==> config.mk <==
export PLATFORM = sky130hd
export DESIGN_NAME = gtc_ctrl
export DESIGN_NICKNAME = d
export VERILOG_FILES = /design/src/gtc_pkg.sv /design/src/gtc_ctrl.sv
export SDC_FILE = /design/constraint.sdc
export NUM_CORES = 1
export LEC_CHECK = 0
export ABC_AREA = 1
export ABC_CLOCK_PERIOD_IN_PS = 1110
export BUFFER_PORTS_ARGS = -buffer_cell sky130_fd_sc_hd__buf_4
export CORE_MARGIN = 1
export CORE_UTILIZATION = 39
export CTS_CLUSTER_DIAMETER = 40
export CTS_CLUSTER_SIZE = 30
export DETAILED_ROUTE_END_ITERATION = 8
export PLACE_DENSITY = 0.72
export SYNTH_ARGS = -nofsm -noshare
export SYNTH_HDL_FRONTEND = slang
export SYNTH_SLANG_ARGS = --single-unit
==> constraint.sdc <==
create_clock -name clk -period 1.11 [get_ports clk]
set_input_delay 0.222 -clock clk [delete_from_list [all_inputs] [get_ports clk]]
set_output_delay 0.222 -clock clk [all_outputs]
set_load 0.005 [all_outputs]
==> src/gtc_pkg.sv <==
package gtc_pkg;

  typedef struct packed {
    logic [2:0]  op;
    logic [3:0]  team;
    logic [15:0] pos_x;
    logic [15:0] pos_y;
    logic [15:0] radius;
    logic [15:0] lower_limit;
  } in_item_t;

  typedef struct packed {
    logic [23:0] count;
    logic        found;
    logic [5:0]  best_col;
    logic [5:0]  best_row;
  } out_item_t;

  localparam logic [2:0] OP_CLEAR = 3'd0;
  localparam logic [2:0] OP_ADD   = 3'd1;
  localparam logic [2:0] OP_OWN   = 3'd2;
  localparam logic [2:0] OP_ALLY  = 3'd3;
  localparam logic [2:0] OP_ENEMY = 3'd4;
  localparam logic [2:0] OP_PEAK  = 3'd5;
  localparam logic [2:0] OP_BOX   = 3'd6;

  localparam logic [1:0] CFG_COLS = 2'd0;
  localparam logic [1:0] CFG_ROWS = 2'd1;
  localparam logic [1:0] CFG_CELL = 2'd2;
  localparam logic [1:0] CFG_ALLY = 2'd3;

  localparam logic [1:0] SEL_X0 = 2'd0;
  localparam logic [1:0] SEL_X1 = 2'd1;
  localparam logic [1:0] SEL_Y0 = 2'd2;
  localparam logic [1:0] SEL_Y1 = 2'd3;

  localparam int unsigned DIVD_W = 13;
  localparam logic [3:0] DIV_STEPS = 4'd13;
  localparam logic [23:0] OUT_MAX = 24'hFFFFFF;

  typedef struct packed {
    logic       latch;
    logic       clr_wr;
    logic       div_start;
    logic       div_store;
    logic [1:0] div_sel;
    logic       cell_init;
    logic       mem_rd;
    logic       calc_prod;
    logic       calc_diff;
    logic       calc_sq;
    logic       calc_hit;
    logic       accum;
    logic       step;
    logic       add_wr;
    logic       out_load;
  } dp_cmd_t;

  typedef struct packed {
    logic [2:0] op;
    logic       team_ok;
    logic       div_done;
    logic       cell_last;
    logic       clr_last;
  } dp_sts_t;

endpackage

==> src/gtc_ctrl.sv <==
module gtc_ctrl import gtc_pkg::*; (
  input  logic     clk,
  input  logic     rst_n,
  input  logic     in_valid,
  input  logic [2:0] in_op,
  output logic     in_stall,
  output logic     out_valid,
  input  logic     out_stall,
  input  dp_sts_t  sts,
  output dp_cmd_t  cmd
);

  typedef enum logic [3:0] {
    S_INIT, S_IDLE, S_CLR, S_DIVGO, S_DIVW, S_PREP,
    S_C1, S_C2, S_C3, S_C4, S_C5, S_ADDW, S_DONE
  } state_t;

  state_t     state_r, state_nxt;
  logic [1:0] sel_r, sel_nxt;
  logic       out_valid_r, out_valid_nxt;
  logic       accept;

  assign in_stall  = (state_r != S_IDLE);
  assign accept    = in_valid && !in_stall;
  assign out_valid = out_valid_r;

  always_comb begin
    cmd           = '0;
    cmd.div_sel   = sel_r;
    state_nxt     = state_r;
    sel_nxt       = sel_r;
    out_valid_nxt = out_valid_r && out_stall;
    unique case (state_r)
      S_INIT: begin
        cmd.clr_wr = 1'b1;
        if (sts.clr_last) state_nxt = S_IDLE;
      end
      S_IDLE: begin
        if (accept) begin
          cmd.latch = 1'b1;
          sel_nxt   = SEL_X0;
          if (in_op == OP_CLEAR) state_nxt = S_CLR;
          else if (in_op > OP_BOX) state_nxt = S_DONE;
          else state_nxt = S_DIVGO;
        end
      end
      S_CLR: begin
        cmd.clr_wr = 1'b1;
        if (sts.clr_last) state_nxt = S_DONE;
      end
      S_DIVGO: begin
        cmd.div_start = 1'b1;
        state_nxt     = S_DIVW;
      end
      S_DIVW: begin
        if (sts.div_done) begin
          cmd.div_store = 1'b1;
          sel_nxt       = sel_r + 2'd1;
          state_nxt     = (sel_r == SEL_Y1) ? S_PREP : S_DIVGO;
        end
      end
      S_PREP: begin
        cmd.cell_init = 1'b1;
        state_nxt     = S_C1;
      end
      S_C1: begin
        cmd.mem_rd    = 1'b1;
        cmd.calc_prod = 1'b1;
        state_nxt     = (sts.op == OP_ADD) ? S_ADDW : S_C2;
      end
      S_ADDW: begin
        cmd.add_wr = sts.team_ok;
        state_nxt  = S_DONE;
      end
      S_C2: begin
        cmd.calc_diff = 1'b1;
        state_nxt     = S_C3;
      end
      S_C3: begin
        cmd.calc_sq = 1'b1;
        state_nxt   = S_C4;
      end
      S_C4: begin
        cmd.calc_hit = 1'b1;
        state_nxt    = S_C5;
      end
      S_C5: begin
        cmd.accum = 1'b1;
        if (sts.cell_last) begin
          state_nxt = S_DONE;
        end else begin
          cmd.step  = 1'b1;
          state_nxt = S_C1;
        end
      end
      S_DONE: begin
        if (!out_valid_r || !out_stall) begin
          cmd.out_load  = 1'b1;
          out_valid_nxt = 1'b1;
          state_nxt     = S_IDLE;
        end
      end
      default: state_nxt = S_IDLE;
    endcase
  end

  always_ff @(posedge clk) begin
    if (!rst_n) begin
      state_r     <= S_INIT;
      sel_r       <= SEL_X0;
      out_valid_r <= 1'b0;
    end else begin
      state_r     <= state_nxt;
      sel_r       <= sel_nxt;
      out_valid_r <= out_valid_nxt;
    end
  end

endmodule

# After elaboration in Yosys (flattened, before gate mapping)
# Cells that the tools add are included.
# classes
n_addsub	1
n_lt_le_gt_ge	1
eq_ne	20
n_mux	32
n_reduce_logical	12
# op_table
cell	count
4-bit case mux with 13 select lines	1
4-bit 2-to-1 mux	9
4-bit == test (second input constant)	5
4-bit by 3-bit == test with 1-bit output (second input constant)	4
1-bit 2-to-1 mux	16
2-bit inequality test (second input constant)	5
4-bit by 2-bit == test with 1-bit output (second input constant)	2
2-bit 2-to-1 mux	4
5-bit AND reduction	1
4-bit by 1-bit == test with 1-bit output (second input constant)	1
4-bit zero test	1
4-bit by 1-bit inequality test with 1-bit output (second input constant)	1
2-bit case mux with 2 select lines	1
3-bit by 1-bit == test with 1-bit output (second input constant)	1
3-bit > comparator (second input constant)	1
1-bit zero test	3
3-bit zero test	1
3-bit 2-to-1 mux	1
3-bit AND reduction	1
2-bit by 1-bit adder with 2-bit output (second input constant)	1
2-bit == test (second input constant)	1
1-bit logical AND	2
2-bit nonzero test	1
2-bit OR reduction	1
1-bit logical OR	1
# totals
register_bits	7
in_bits	14
out_inout_bits	18
wordCells	69

# Longest topological paths before layout
# Gate-level depths: netlist (run 1).
# logic_depth
depth_word	5
ltp_mapped	9
depth_no_buf	9

# Worst setup path after synthesis (run 1)
# No wires, ideal clock.
# synth_path
path_kind	reg2reg
from	register state_r[0]
to	register state_r[3]
setup_time_ps	120
arrival_ps	1053
required_time_ps	990
path_slack_ps	-62
path_stages_with_launch	9
n_path_buf	0
period_less_slack_ps	1172
path_cell_list	dfxtp_1 > nor2_2 > inv_2 > nor2_1 > nand2_1 > nand2_1 > nor2_4 > o21ai_1 > a21oi_1
# synth_between
elab_chain_cells	5
word_cells_on_any_way	23
cone_classes	eq/ne (18); mux (1); reduce/logical (4)
# synth_lines
element	line	source
start, declared	gtc_ctrl.sv:18	state_t state_r, state_nxt;
start signal, assigned	gtc_ctrl.sv:113	state_r <= state_nxt;
4-bit by 1-bit inequality test with 1-bit output	gtc_ctrl.sv:23	assign in_stall = (state_r != S_IDLE);
1-bit zero test	gtc_ctrl.sv:24	assign accept = in_valid && !in_stall;
1-bit logical AND	gtc_ctrl.sv:24	
2-bit inequality test (no source line)	n/a	
5-bit AND reduction (no source line)	n/a	
# Several ways; a longest one is shown, not always the timed one.
# A chain may end at the register's enable or synchronous reset.

==> metrics, run 1 <==
status=finished, violations left; failing checks=setup timing; XOR/XNOR Fraction of Synth Area=0; post-synthesis mux area share=0; max_cap viols=0; post-placement cell count=172; CP arrival=1170 ps; Post-Synthesis Cell Area=634 sq um; r2r setup slk=-220 ps; depth of the CTS H-tree=1; Yosys warning count=0; Area contributors post-synth=dfxtp_1 22%, nand2_1 21%, inv_1 12%, nor2_1 12%, a21oi_1 6.3%; combinational family with the most area after synthesis=simple AND/OR/NAND/NOR gates; highest routed metal layer=met4; crit path time final=1400 ps; first-pass GRT wire length=3670 microns; crit path from=state_r[2]; Critical-path top delay cell=dfxtp_4; post-synth cell types=17; Worst Tran Pin Value=275 ps; area share of the largest cell type after synthesis=0.221; non-filler cells, final=191; CP required=890 ps; Hold Violations, Final=0; antenna violations before repair=0; largest area contributor in the netlist=dfxtp_1; port bufs=31; Cell Rows=14; crit share post-route=1.26; vias per inst=5.30; core region area=0.00151 sq mm; global-route usage over all layers=0.273; finished layout cell area=0.00128 sq mm; Synth Area in Compound Gates=0.0868; total negative setup slack=-4440 ps; Num CTS Buffers=3; P_leak=0.694 nW; Vias=1,013; PnR Total Power=2.28 mW; dpl hpwl=1450 microns; WHS Endpoint=out_valid; final worst slack=-287 ps; DIE HEIGHT=42.3 microns; CP peak stage delay=410 ps; routed wl met3=201 microns; final core area utilization=0.848; final setup fails=21; Area Overhead vs Synth=101%; DRT iter0 DRCs=35; Hold Crit Class=primary input to flop; final slew viol count=0; syn_area_per_cell=5.38 sq um; DRC violation count after routing=0; RSZ-0062 raised after global routing=true; Layout Skew=2.10 ps; sequential area share after synthesis=0.221; Diodes inserted=0; remaining global-route overflow=0; Slew headroom=0.816; FF-to-FF Start=state_r[3]; wire length on met2=1380 microns; Clk Latency, worst-skew pair=250 ps; wl on met1=950 microns; vias in the first global route=885; hold path depth=3; Final nets=191; root buf cell=clkbuf_4; crit path cell chain=inv_4 > nor2_2 > nand2_1 > inv_1 > buf_4; CP endpoint kind=output port; peak supply drop=1.31 mV; Synth Area in Simple Gates=0.525; Placer Congestion=0.852; ratio of cells with drive above 1 in the final layout=0.611; DR pass1 iterations=4; WL final=2640 microns; Initial Utilization=0.421; Max clock buf depth=2; nature of the critical path startpoint=flop; Hold WS=265 ps; reg2reg end=sel_r[1]; PwrDens=1790 mW/mm^2; largest net degree at the start of global routing=7; Hold Crit Start=out_stall; register bit total from synthesis=7; post-synthesis net count=133; Peak Freq=716 MHz; critical path type=flop to output port; routed len/inst=13.8 microns; Detail Route Antenna Nets=0; Adder-Cell Fraction of Synth Area=0.0197; I/O Pins=32; cells after synthesis=118; critical path peak fanout=5; CTS tree=built; clk sinks=7; die width=42.3 microns; Worst Reg-to-Reg Cells=10; Die ar.=0.00179 sq mm; post-place setup slack=-182 ps; Worst-path clk slew=50 ps; DP Area=950 sq um
-- what timing repair did --
item,4_1_cts,5_1_grt
gates resized for setup,42,18
pin swaps,16,7
hold buffers,0,0
buffers inserted,12,3
setup endpoints to repair,21,21
-- critical path, delay by kind of cell (launching register included) --
| family | cells | cell delay, ps |
|---|---|---|
| flops | 1 | 410 |
| buf+inv | 3 | 280 |
| simple gates | 2 | 240 |
-- synth_stat cells --
cell / instances
nand2_1: 35
inv_1: 20
nor2_1: 20
a21oi_1: 8
nand3_1: 8
dfxtp_1: 7
nor2_2: 4
inv_2: 3
nand2_2: 2
nand3b_1: 2
nor2_4: 2
o21ai_1: 2
buf_4: 1
ha_1: 1
nand4_1: 1
nor3_1: 1
o21ai_0: 1
-- metal layers --
layer / up-vias / track usage
li1: 473 / -
met1: 446 / 0.303
met2: 74 / 0.498
met3: 20 / 0.0517
met4: 0 / 0.119
met5: - / 0
-- how the worst max path moves through the flow --
stage | slack, ps | endpoint
floorplan | 5 | state_r[3]
global placement | -160 | state_r[1]
detailed placement | -180 | state_r[3]
CTS | -260 | cmd[2]
global route | -340 | cmd[12]
finish | -290 | cmd[9]
-- state kept, by name (all words and copies together), names as in the netlist --
| name | flops |
|---|---|
| sel_r | 2 |
| state_r | 4 |
| out_valid | 1 |
-- final cells by class --
cell class | instances | area, sq um
sequential | 7 | 155
fill | 93 | 229
clock buffer | 4 | 26.3
timing repair buffer | 54 | 432
tap | 16 | 20.0
inverter | 23 | 93.8
multi-input combinational | 87 | 551
-- cells in the final DEF (no fill, tap or decap), drive strengths merged --
master / Yosys / final
ha: 1 / 1
nor2: 26 / 26
o21ai: 3 / 3
nand2: 37 / 37
dfxtp: 7 / 7
nand3b: 2 / 2
a21oi: 8 / 8
buf: 1 / 54
nand4: 1 / 1
clkbuf: 0 / 4
nor3: 1 / 1
nand3: 8 / 8
inv: 23 / 23
-- where the power goes --
part | total, mW | internal [mW] | switching (mW) | leakage, nW
Sequential | 0.468 | 0.329 | 0.139 | 0.0597
Combinational | 1.58 | 0.749 | 0.831 | 0.619
Clock | 0.236 | 0.137 | 0.0984 | 0.0150
Total | 2.28 | 1.22 | 1.07 | 0.694
-- cell families after synthesis --
family                     count (synthesis)
buffers and inverters                     24
DFF                                        7
AOI/OAI and AO/OA                         11
adders and majority gates                  1
and+or+nand+nor                           75
No activity file was read; power rests on OpenSTA's default activity.
==> run 2: changes to the inputs <==
ABC_AREA = unset   (was 1)
CORE_UTILIZATION = 41   (was 39)
PLACE_DENSITY = 0.73   (was 0.72)
==> run 2 against run 1 <==
  * The flow finishes with violations (DRC, setup timing)
  * Setup slack worse by 170 ps
  * Clock power is 6% higher
  * Largest power group unchanged
  * Hold slack got worse by 3.9 ps
  * Non-clock buffer count grew 13
  * Flip-flop and latch count did not move
  * Final cell count shrank 8.9%
==> metrics, run 2 <==
CP peak stage delay=390 ps (was 410 ps); global-route met3 utilization=0.0750 (was 0.0517); Worst Reg-to-Reg Cells=6 (was 10); global-route usage over all layers=0.362 (was 0.273); DP Area=0.00110 sq mm (was 950 sq um); Post-synth top cells=11 x nor2_1, 7 x dfxtp_1, 7 x nor3_1 (was 35 x nand2_1, 20 x inv_1, 20 x nor2_1); buffers and inverters on the worst path=1 (was 3); total negative setup slack=-6740 ps (was -4440 ps); vias per inst=6.56 (was 5.30); post-synth cell types=40 (was 17); nature of the critical path startpoint=flop (unchanged); crit share post-route=1.41 (was 1.26); final setup fails=22 (was 21); sequential area share after synthesis=0.196 (was 0.221); Hold Crit Class=primary input to flop (unchanged); DR pass1 iterations=9 (was 4); finished layout cell area=0.00141 sq mm (was 0.00128 sq mm); peak supply drop=0.909 mV (was 1.31 mV); commonest non-fill, non-tap cells in the layout=60 x buf_4, 6 x nor2_1, 6 x buf_6, 5 x nand3_1, 4 x dfxtp_4 (was 47 x buf_4, 25 x nand2_1, 14 x inv_1, 12 x nor2_1); Final nets=174 (was 191); clk sinks=7 (unchanged); CP Depth=4 (was 5); commonest non-fill, non-tap cell in the layout=buf_4 (unchanged); DRT iter0 DRCs=95 (was 35); cts hold-fix bufs=0 (unchanged); post-placement cell count=159 (was 172); Area contributors post-synth=dfxtp_1 20%, buf_6 7.9%, nor2_1 5.8%, nor3_1 4.9%, nand2b_1 3.5% (was dfxtp_1 22%, nand2_1 21%, inv_1 12%, nor2_1 12%, a21oi_1 6.3%); Peak Freq=639 MHz (was 716 MHz); syn_area_per_cell=7.43 sq um (was 5.38 sq um); first-pass GRT wire length=4950 microns (was 3670 microns); core region area=0.00156 sq mm (was 0.00151 sq mm); Clk Latency, worst-skew pair=270 ps (was 250 ps); largest net degree at the start of global routing=10 (was 7); critical path type=flop to output port (unchanged); PwrDens=614 mW/mm^2 (was 1790 mW/mm^2); Diodes inserted=0 (unchanged); crit path cell chain=nor2_2 > nand3_1 > a21oi_1 > buf_4 (was inv_4 > nor2_2 > nand2_1 > inv_1 > buf_4); Detail Route Antenna Nets=0 (unchanged); Hold WS=261 ps (was 265 ps); port bufs=31 (unchanged); depth of the CTS H-tree=1 (unchanged); number of flip-flops in the largest register=4 (unchanged); Layout Skew=14.3 ps (was 2.10 ps); antenna violations before repair=0 (unchanged); Yosys warning count=0 (unchanged); busiest grt layer=met2 (unchanged); root buf cell=clkbuf_4 (unchanged); P_leak=0.620 nW (was 0.694 nW); hold path depth=3 (unchanged); Post-synth top flop=dfxtp_1 (unchanged); Hold Crit Start=rst_n (was out_stall); grt met1 use=0.445 (was 0.303); met2 usage in global routing=0.591 (was 0.498); ratio of cells with drive above 1 in the final layout=0.690 (was 0.611); largest area contributor in the netlist=dfxtp_1 (unchanged); final slew viol count=0 (unchanged); register bit total from synthesis=7 (unchanged); max_cap viols=0 (unchanged); status=finished, violations left (unchanged); Die ar.=0.00191 sq mm (was 0.00179 sq mm); CTS tree=built (unchanged); crit path time final=1560 ps (was 1400 ps); Worst Tran Pin Value=346 ps (was 275 ps); CP endpoint kind=output port (unchanged); dpl hpwl=1810 microns (was 1450 microns); Post-Synthesis Cell Area=713 sq um (was 634 sq um); post-synthesis net count=111 (was 133); die width=43.7 microns (was 42.3 microns); Vias=1,142 (was 1,013); FFs w/ async S/R, synth=0 (unchanged); I/O Pins=32 (unchanged); RSZ-0062 raised after global routing=true (unchanged); DIE HEIGHT=43.7 microns (was 42.3 microns); Worst-path clk slew=60 ps (was 50 ps); Placer Congestion=0.971 (was 0.852); crit path from=state_r[0] (was state_r[2]); CP required=890 ps (about the same); area share of the largest cell type after synthesis=0.196 (was 0.221); Area Overhead vs Synth=97.7% (was 101%); critical path peak fanout=8 (was 5); post-place setup slack=-293 ps (was -182 ps); failing checks=DRC, setup timing (was setup timing); CP arrival=1340 ps (was 1170 ps); vias in the first global route=1,047 (was 885); Hold Violations, Final=0 (unchanged); Reg with most FFs=state_r (unchanged); FF-to-FF Start=state_r[3] (unchanged); most frequent cell after synthesis=nor2_1 (was nand2_1); remaining global-route overflow=0 (unchanged); Max clock buf depth=2 (unchanged); Slew headroom=0.766 (was 0.816); Cell Rows=14 (unchanged); routed len/inst=21.6 microns (was 13.8 microns); Crit path max-delay family=flip-flops (unchanged); final worst slack=-454 ps (was -287 ps); Initial Utilization=0.457 (was 0.421); Post-synth EDFFs=0 (unchanged); DRC violation count after routing=2 (was 0); PnR Total Power=866 uW (was 2.28 mW); cells after synthesis=96 (was 118); Num CTS Buffers=3 (unchanged); final core area utilization=0.904 (was 0.848); WL final=3770 microns (was 2640 microns); Critical-path top delay cell=dfxtp_4 (unchanged); non-filler cells, final=174 (was 191)
-- run 2: cell count changes after synthesis, moves of 3 or more --
cell / delta
nand2_1: -29
inv_1: -15
nor2_1: -9
nor3_1: +6
a21oi_1: -5
buf_6: +5
nand2b_1: +4
nor2_2: -4
a211oi_1: +3
inv_2: -3
nand3_1: -3
-- run 2: timing repair --
item / CTS / global route
buffers inserted: 9 / 2
gates resized for setup: 38 / 17
endpoints found under the setup margin: 22 / 22
pin swaps: 13 / 11
-- run 2: metal layers --
| metal | vias up | wire [microns] |
|---|---|---|
| met1 | 534 | 1350 |
| met5 | - | 0 |
| met2 | 99 | 1800 |
| met3 | 29 | 396 |
| li1 | 480 | - |
| met4 | 0 | 218 |
-- run 2: area by class of cell --
cell class | count | area [sq um]
timing repair buffer | 67 | 538
sequential | 7 | 155
multi-input combinational | 75 | 649
fill | 69 | 149
clock buffer | 4 | 26.3
inverter | 5 | 21.3
tap | 16 | 20.0
-- run 2: final timing paths --
| check | endpoint | slack (ps) |
|---|---|---|
| setup reg to reg | state_r[2] | -320 |
| hold / removal | state_r[0] | 260 |
| setup / recovery | cmd[0] | -450 |
| hold reg to reg | out_valid | 540 |
-- run 2: power breakdown --
part | switching (mW) | internal, mW
Clock | 0.112 | 0.138
Sequential | 0.0170 | 0.251
Combinational | 0.163 | 0.185
Total | 0.292 | 0.575
-- run 2: worst reg2reg max path, delay by kind of cell (launching register included) --
family	cells	cell delay [ps]
DFF	1	370
and+or+nand+nor	1	160
buffers and inverters	2	310
AOI/OAI and AO/OA	3	450
-- run 2: kinds of logic after synthesis --
family          synth area share
flops                      0.196
compound gates             0.275
mux                       0.0140
buf+inv                    0.144
simple gates               0.353
fa+ha+maj                 0.0175
==> run 3: changes to the inputs <==
GPL_TIMING_DRIVEN = 0   (was unset)
MAX_ROUTING_LAYER = met4   (was unset)
SLEW_MARGIN = 10   (was unset)
==> run 3 against run 2 <==
  * The flow now stops in global routing
  * Synthesized area stayed put
  * Synthesized cell count is the same
==> metrics, run 3 <==
Stopped at=global routing; most frequent cell after synthesis=nor2_1 (unchanged); root buf cell=clkbuf_4 (unchanged); Post-synth top cells=11 x nor2_1, 7 x dfxtp_1, 7 x nor3_1 (unchanged); Post-Synthesis Cell Area=713 sq um (unchanged); I/O Pins=32 (unchanged); status=did not finish (was finished, violations left); port bufs=31 (unchanged); largest area contributor in the netlist=dfxtp_1 (unchanged); Yosys warning count=0 (unchanged); register bit total from synthesis=7 (unchanged); Area contributors post-synth=dfxtp_1 20%, buf_6 7.9%, nor2_1 5.8%, nor3_1 4.9%, nand2b_1 3.5% (unchanged); antenna violations before repair=0; DIE HEIGHT=43.7 microns (unchanged); cells after synthesis=96 (unchanged); Cell Rows=14 (unchanged); syn_area_per_cell=7.43 sq um (unchanged); area share of the largest cell type after synthesis=0.196 (unchanged); Num CTS Buffers=3 (unchanged); FFs w/ async S/R, synth=0 (unchanged); dpl hpwl=1530 microns (was 1810 microns); sequential area share after synthesis=0.196 (unchanged); die width=43.7 microns (unchanged); largest net degree at the start of global routing=11; Max clock buf depth=2 (unchanged); Placer Congestion=0.936 (was 0.971); post-synth cell types=40 (unchanged); clk sinks=7 (unchanged); Initial Utilization=0.457 (unchanged); depth of the CTS H-tree=1 (unchanged); Post-synth top flop=dfxtp_1 (unchanged); post-place setup slack=-352 ps (was -293 ps); worst-path endpoint after global-route repair_timing=cmd[15]; cts hold-fix bufs=0 (unchanged); worst endpoint type=output port; post-synthesis net count=111 (unchanged); post-placement cell count=143 (was 159); Post-synth EDFFs=0 (unchanged); Error=[ERROR DPL-0033] detailed placement checks failed during check placement.
==> run 3: what timing repair did <==
| action | in CTS |
|---|---|
| gates cloned | 1 |
| endpoints found under the setup margin | 22 |
| buffers inserted | 22 |
| resized for setup | 48 |
| pin swaps | 14 |
==> run 3: cells by family after synthesis <==
kind of cell	synth area share
AOI/OAI and AO/OA	0.275
adders and majority gates	0.0175
buffers and inverters	0.144
DFF	0.196
muxes	0.0140
and+or+nand+nor	0.353
==> run 3: through the flow <==
stage / cell area [sq um] / hold slack (ps)
detailed placement: 983 / 486
floorplan: 731 / 339
CTS: 1380 / 244
global placement: 983 / 491
==> run 4: changes to the inputs <==
ABC_CLOCK_PERIOD_IN_PS = 1440   (was 1110)
CORE_AREA = 2 2 63 65   (was unset)
CORE_MARGIN = unset   (was 1)
CORE_UTILIZATION = unset   (was 41)
CTS_CLUSTER_DIAMETER = unset   (was 40)
CTS_CLUSTER_SIZE = unset   (was 30)
DIE_AREA = 0 0 65 67   (was unset)
MAX_ROUTING_LAYER = unset   (was met4)
PLACE_DENSITY = unset   (was 0.73)
PLACE_DENSITY_LB_ADDON = 0.15   (was unset)
clock period = 1.44 ns   (was 1.11 ns; I/O delays follow)
==> run 4 against run 3 <==
  * The flow now finishes, with violations (setup timing)
==> metrics, run 4 (synthesis gave the netlist of run 2 again) <==
Max clock buf depth=2 (unchanged); ratio of cells with drive above 1 in the final layout=0.557; PwrDens=548 mW/mm^2; dpl hpwl=1750 microns (was 1530 microns); Layout Skew=0.916 ps; first-pass GRT wire length=3620 microns; Crit path max-delay family=simple AND/OR/NAND/NOR gates; CP required=1150 ps; global-route usage over all layers=0.108; Hold Crit Class=primary input to flop; number of flip-flops in the largest register=4; I/O Pins=32 (unchanged); Critical-path top delay cell=dfxtp_4; Initial Utilization=0.198 (was 0.457); status=finished, violations left (was did not finish); Worst Tran Pin Value=507 ps; critical path type=flop to output port; RSZ-0062 raised after global routing=true; routed len/inst=12.9 microns; CTS tree=built; antenna violations before repair=0; Placer Congestion=0.801 (was 0.936); remaining global-route overflow=0; crit path time final=1510 ps; DRT iter0 DRCs=19; failing checks=setup timing; critical path peak fanout=6; Hold Violations, Final=0; post-placement cell count=175 (was 143); buffers and inverters on the worst path=1; core region area=0.00361 sq mm; final setup fails=3; die width=65 microns (was 43.7 microns); WL final=2430 microns; Diodes inserted=0; CP arrival=1230 ps; largest net degree at the start of global routing=11; DIE HEIGHT=67 microns (was 43.7 microns); CP peak stage delay=360 ps; Area Overhead vs Synth=70.7%; root buf cell=clkbuf_8 (was clkbuf_4); Final nets=156; vias per inst=4.71; DR pass1 iterations=4; Peak Freq=660 MHz; crit share post-route=1.05; Reg with most FFs=state_r; final slew viol count=0; Clk Latency, worst-skew pair=220 ps; Vias=886; port bufs=31 (unchanged); Slew headroom=0.657; peak supply drop=0.359 mV; max_cap viols=0; Worst-path clk slew=40 ps; non-filler cells, final=188; P_leak=0.504 nW; final worst slack=-74.7 ps; crit path cell chain=nor4b_4 > and2_1 > buf_4; final core area utilization=0.338; PnR Total Power=667 uW; DRC violation count after routing=0; Detail Route Antenna Nets=0; Die ar.=0.00436 sq mm; Num CTS Buffers=3 (unchanged); clk sinks=7 (unchanged); total negative setup slack=-142 ps; Cell Rows=22 (was 14); commonest non-fill, non-tap cell in the layout=buf_4; CP endpoint kind=output port; commonest non-fill, non-tap cells in the layout=40 x buf_4, 7 x buf_6, 7 x nor2_1, 5 x nand2_1, 5 x inv_1; depth of the CTS H-tree=1 (unchanged); nature of the critical path startpoint=flop; vias in the first global route=799; post-place setup slack=-58.8 ps (was -352 ps)
==> run 4: worst paths after layout <==
kind	cells after the start	to	start	slack, ps
max	3	cmd[15]	state_r[3]	-70
min	2	state_r[2]	rst_n	350
max reg2reg	4	state_r[2]	state_r[2]	60
min reg2reg	2	out_valid	out_valid	540
==> run 4: through the flow <==
stage	hold WS, ps	instance area (sq um)
after global routing	348	1220
after detailed placement	518	1010
final	348	1220
after floorplan	405	713
after CTS	343	1150
after global placement	508	1010
==> run 4: area by class of cell <==
cell class / instances / area, sq um
Fill cell: 401 / 2390
Multi-Input combinational cell: 75 / 552
Timing Repair Buffer: 42 / 314
Sequential cell: 7 / 153
Buffer: 7 / 75.1
Tap cell: 48 / 60.1
Clock buffer: 4 / 45.0
Inverter: 5 / 18.8
==> run 4: timing repair <==
action,in CTS,in global routing
gates cloned,1,0
buffers inserted,7,3
resized for setup,22,11
hold buffers,0,0
pin swaps,4,4
endpoints found under the setup margin,13,16
==> run 4: worst reg2reg max path, cell delays in order, from the launching register on <==
cell	delay, ps
dfxtp_4	370
buf_6	150
o311ai_0	490
o31a_1	190
o2bb2ai_1	60
==> run 4: power breakdown <==
part	leakage [nW]	switching [mW]	total [mW]	internal [mW]
combinational	0.421	0.0873	0.196	0.109
clock	0.0228	0.0792	0.270	0.191
sequential	0.0593	0.00563	0.201	0.195
total	0.504	0.172	0.667	0.495
==> run 4: metal layers <==
metal	GRT usage	up-vias	part of all wire
met5	0	-	0
li1	-	443	-
met4	0.0239	0	0
met1	0.137	426	0.45
met3	0.0253	0	0.038
met2	0.183	17	0.52
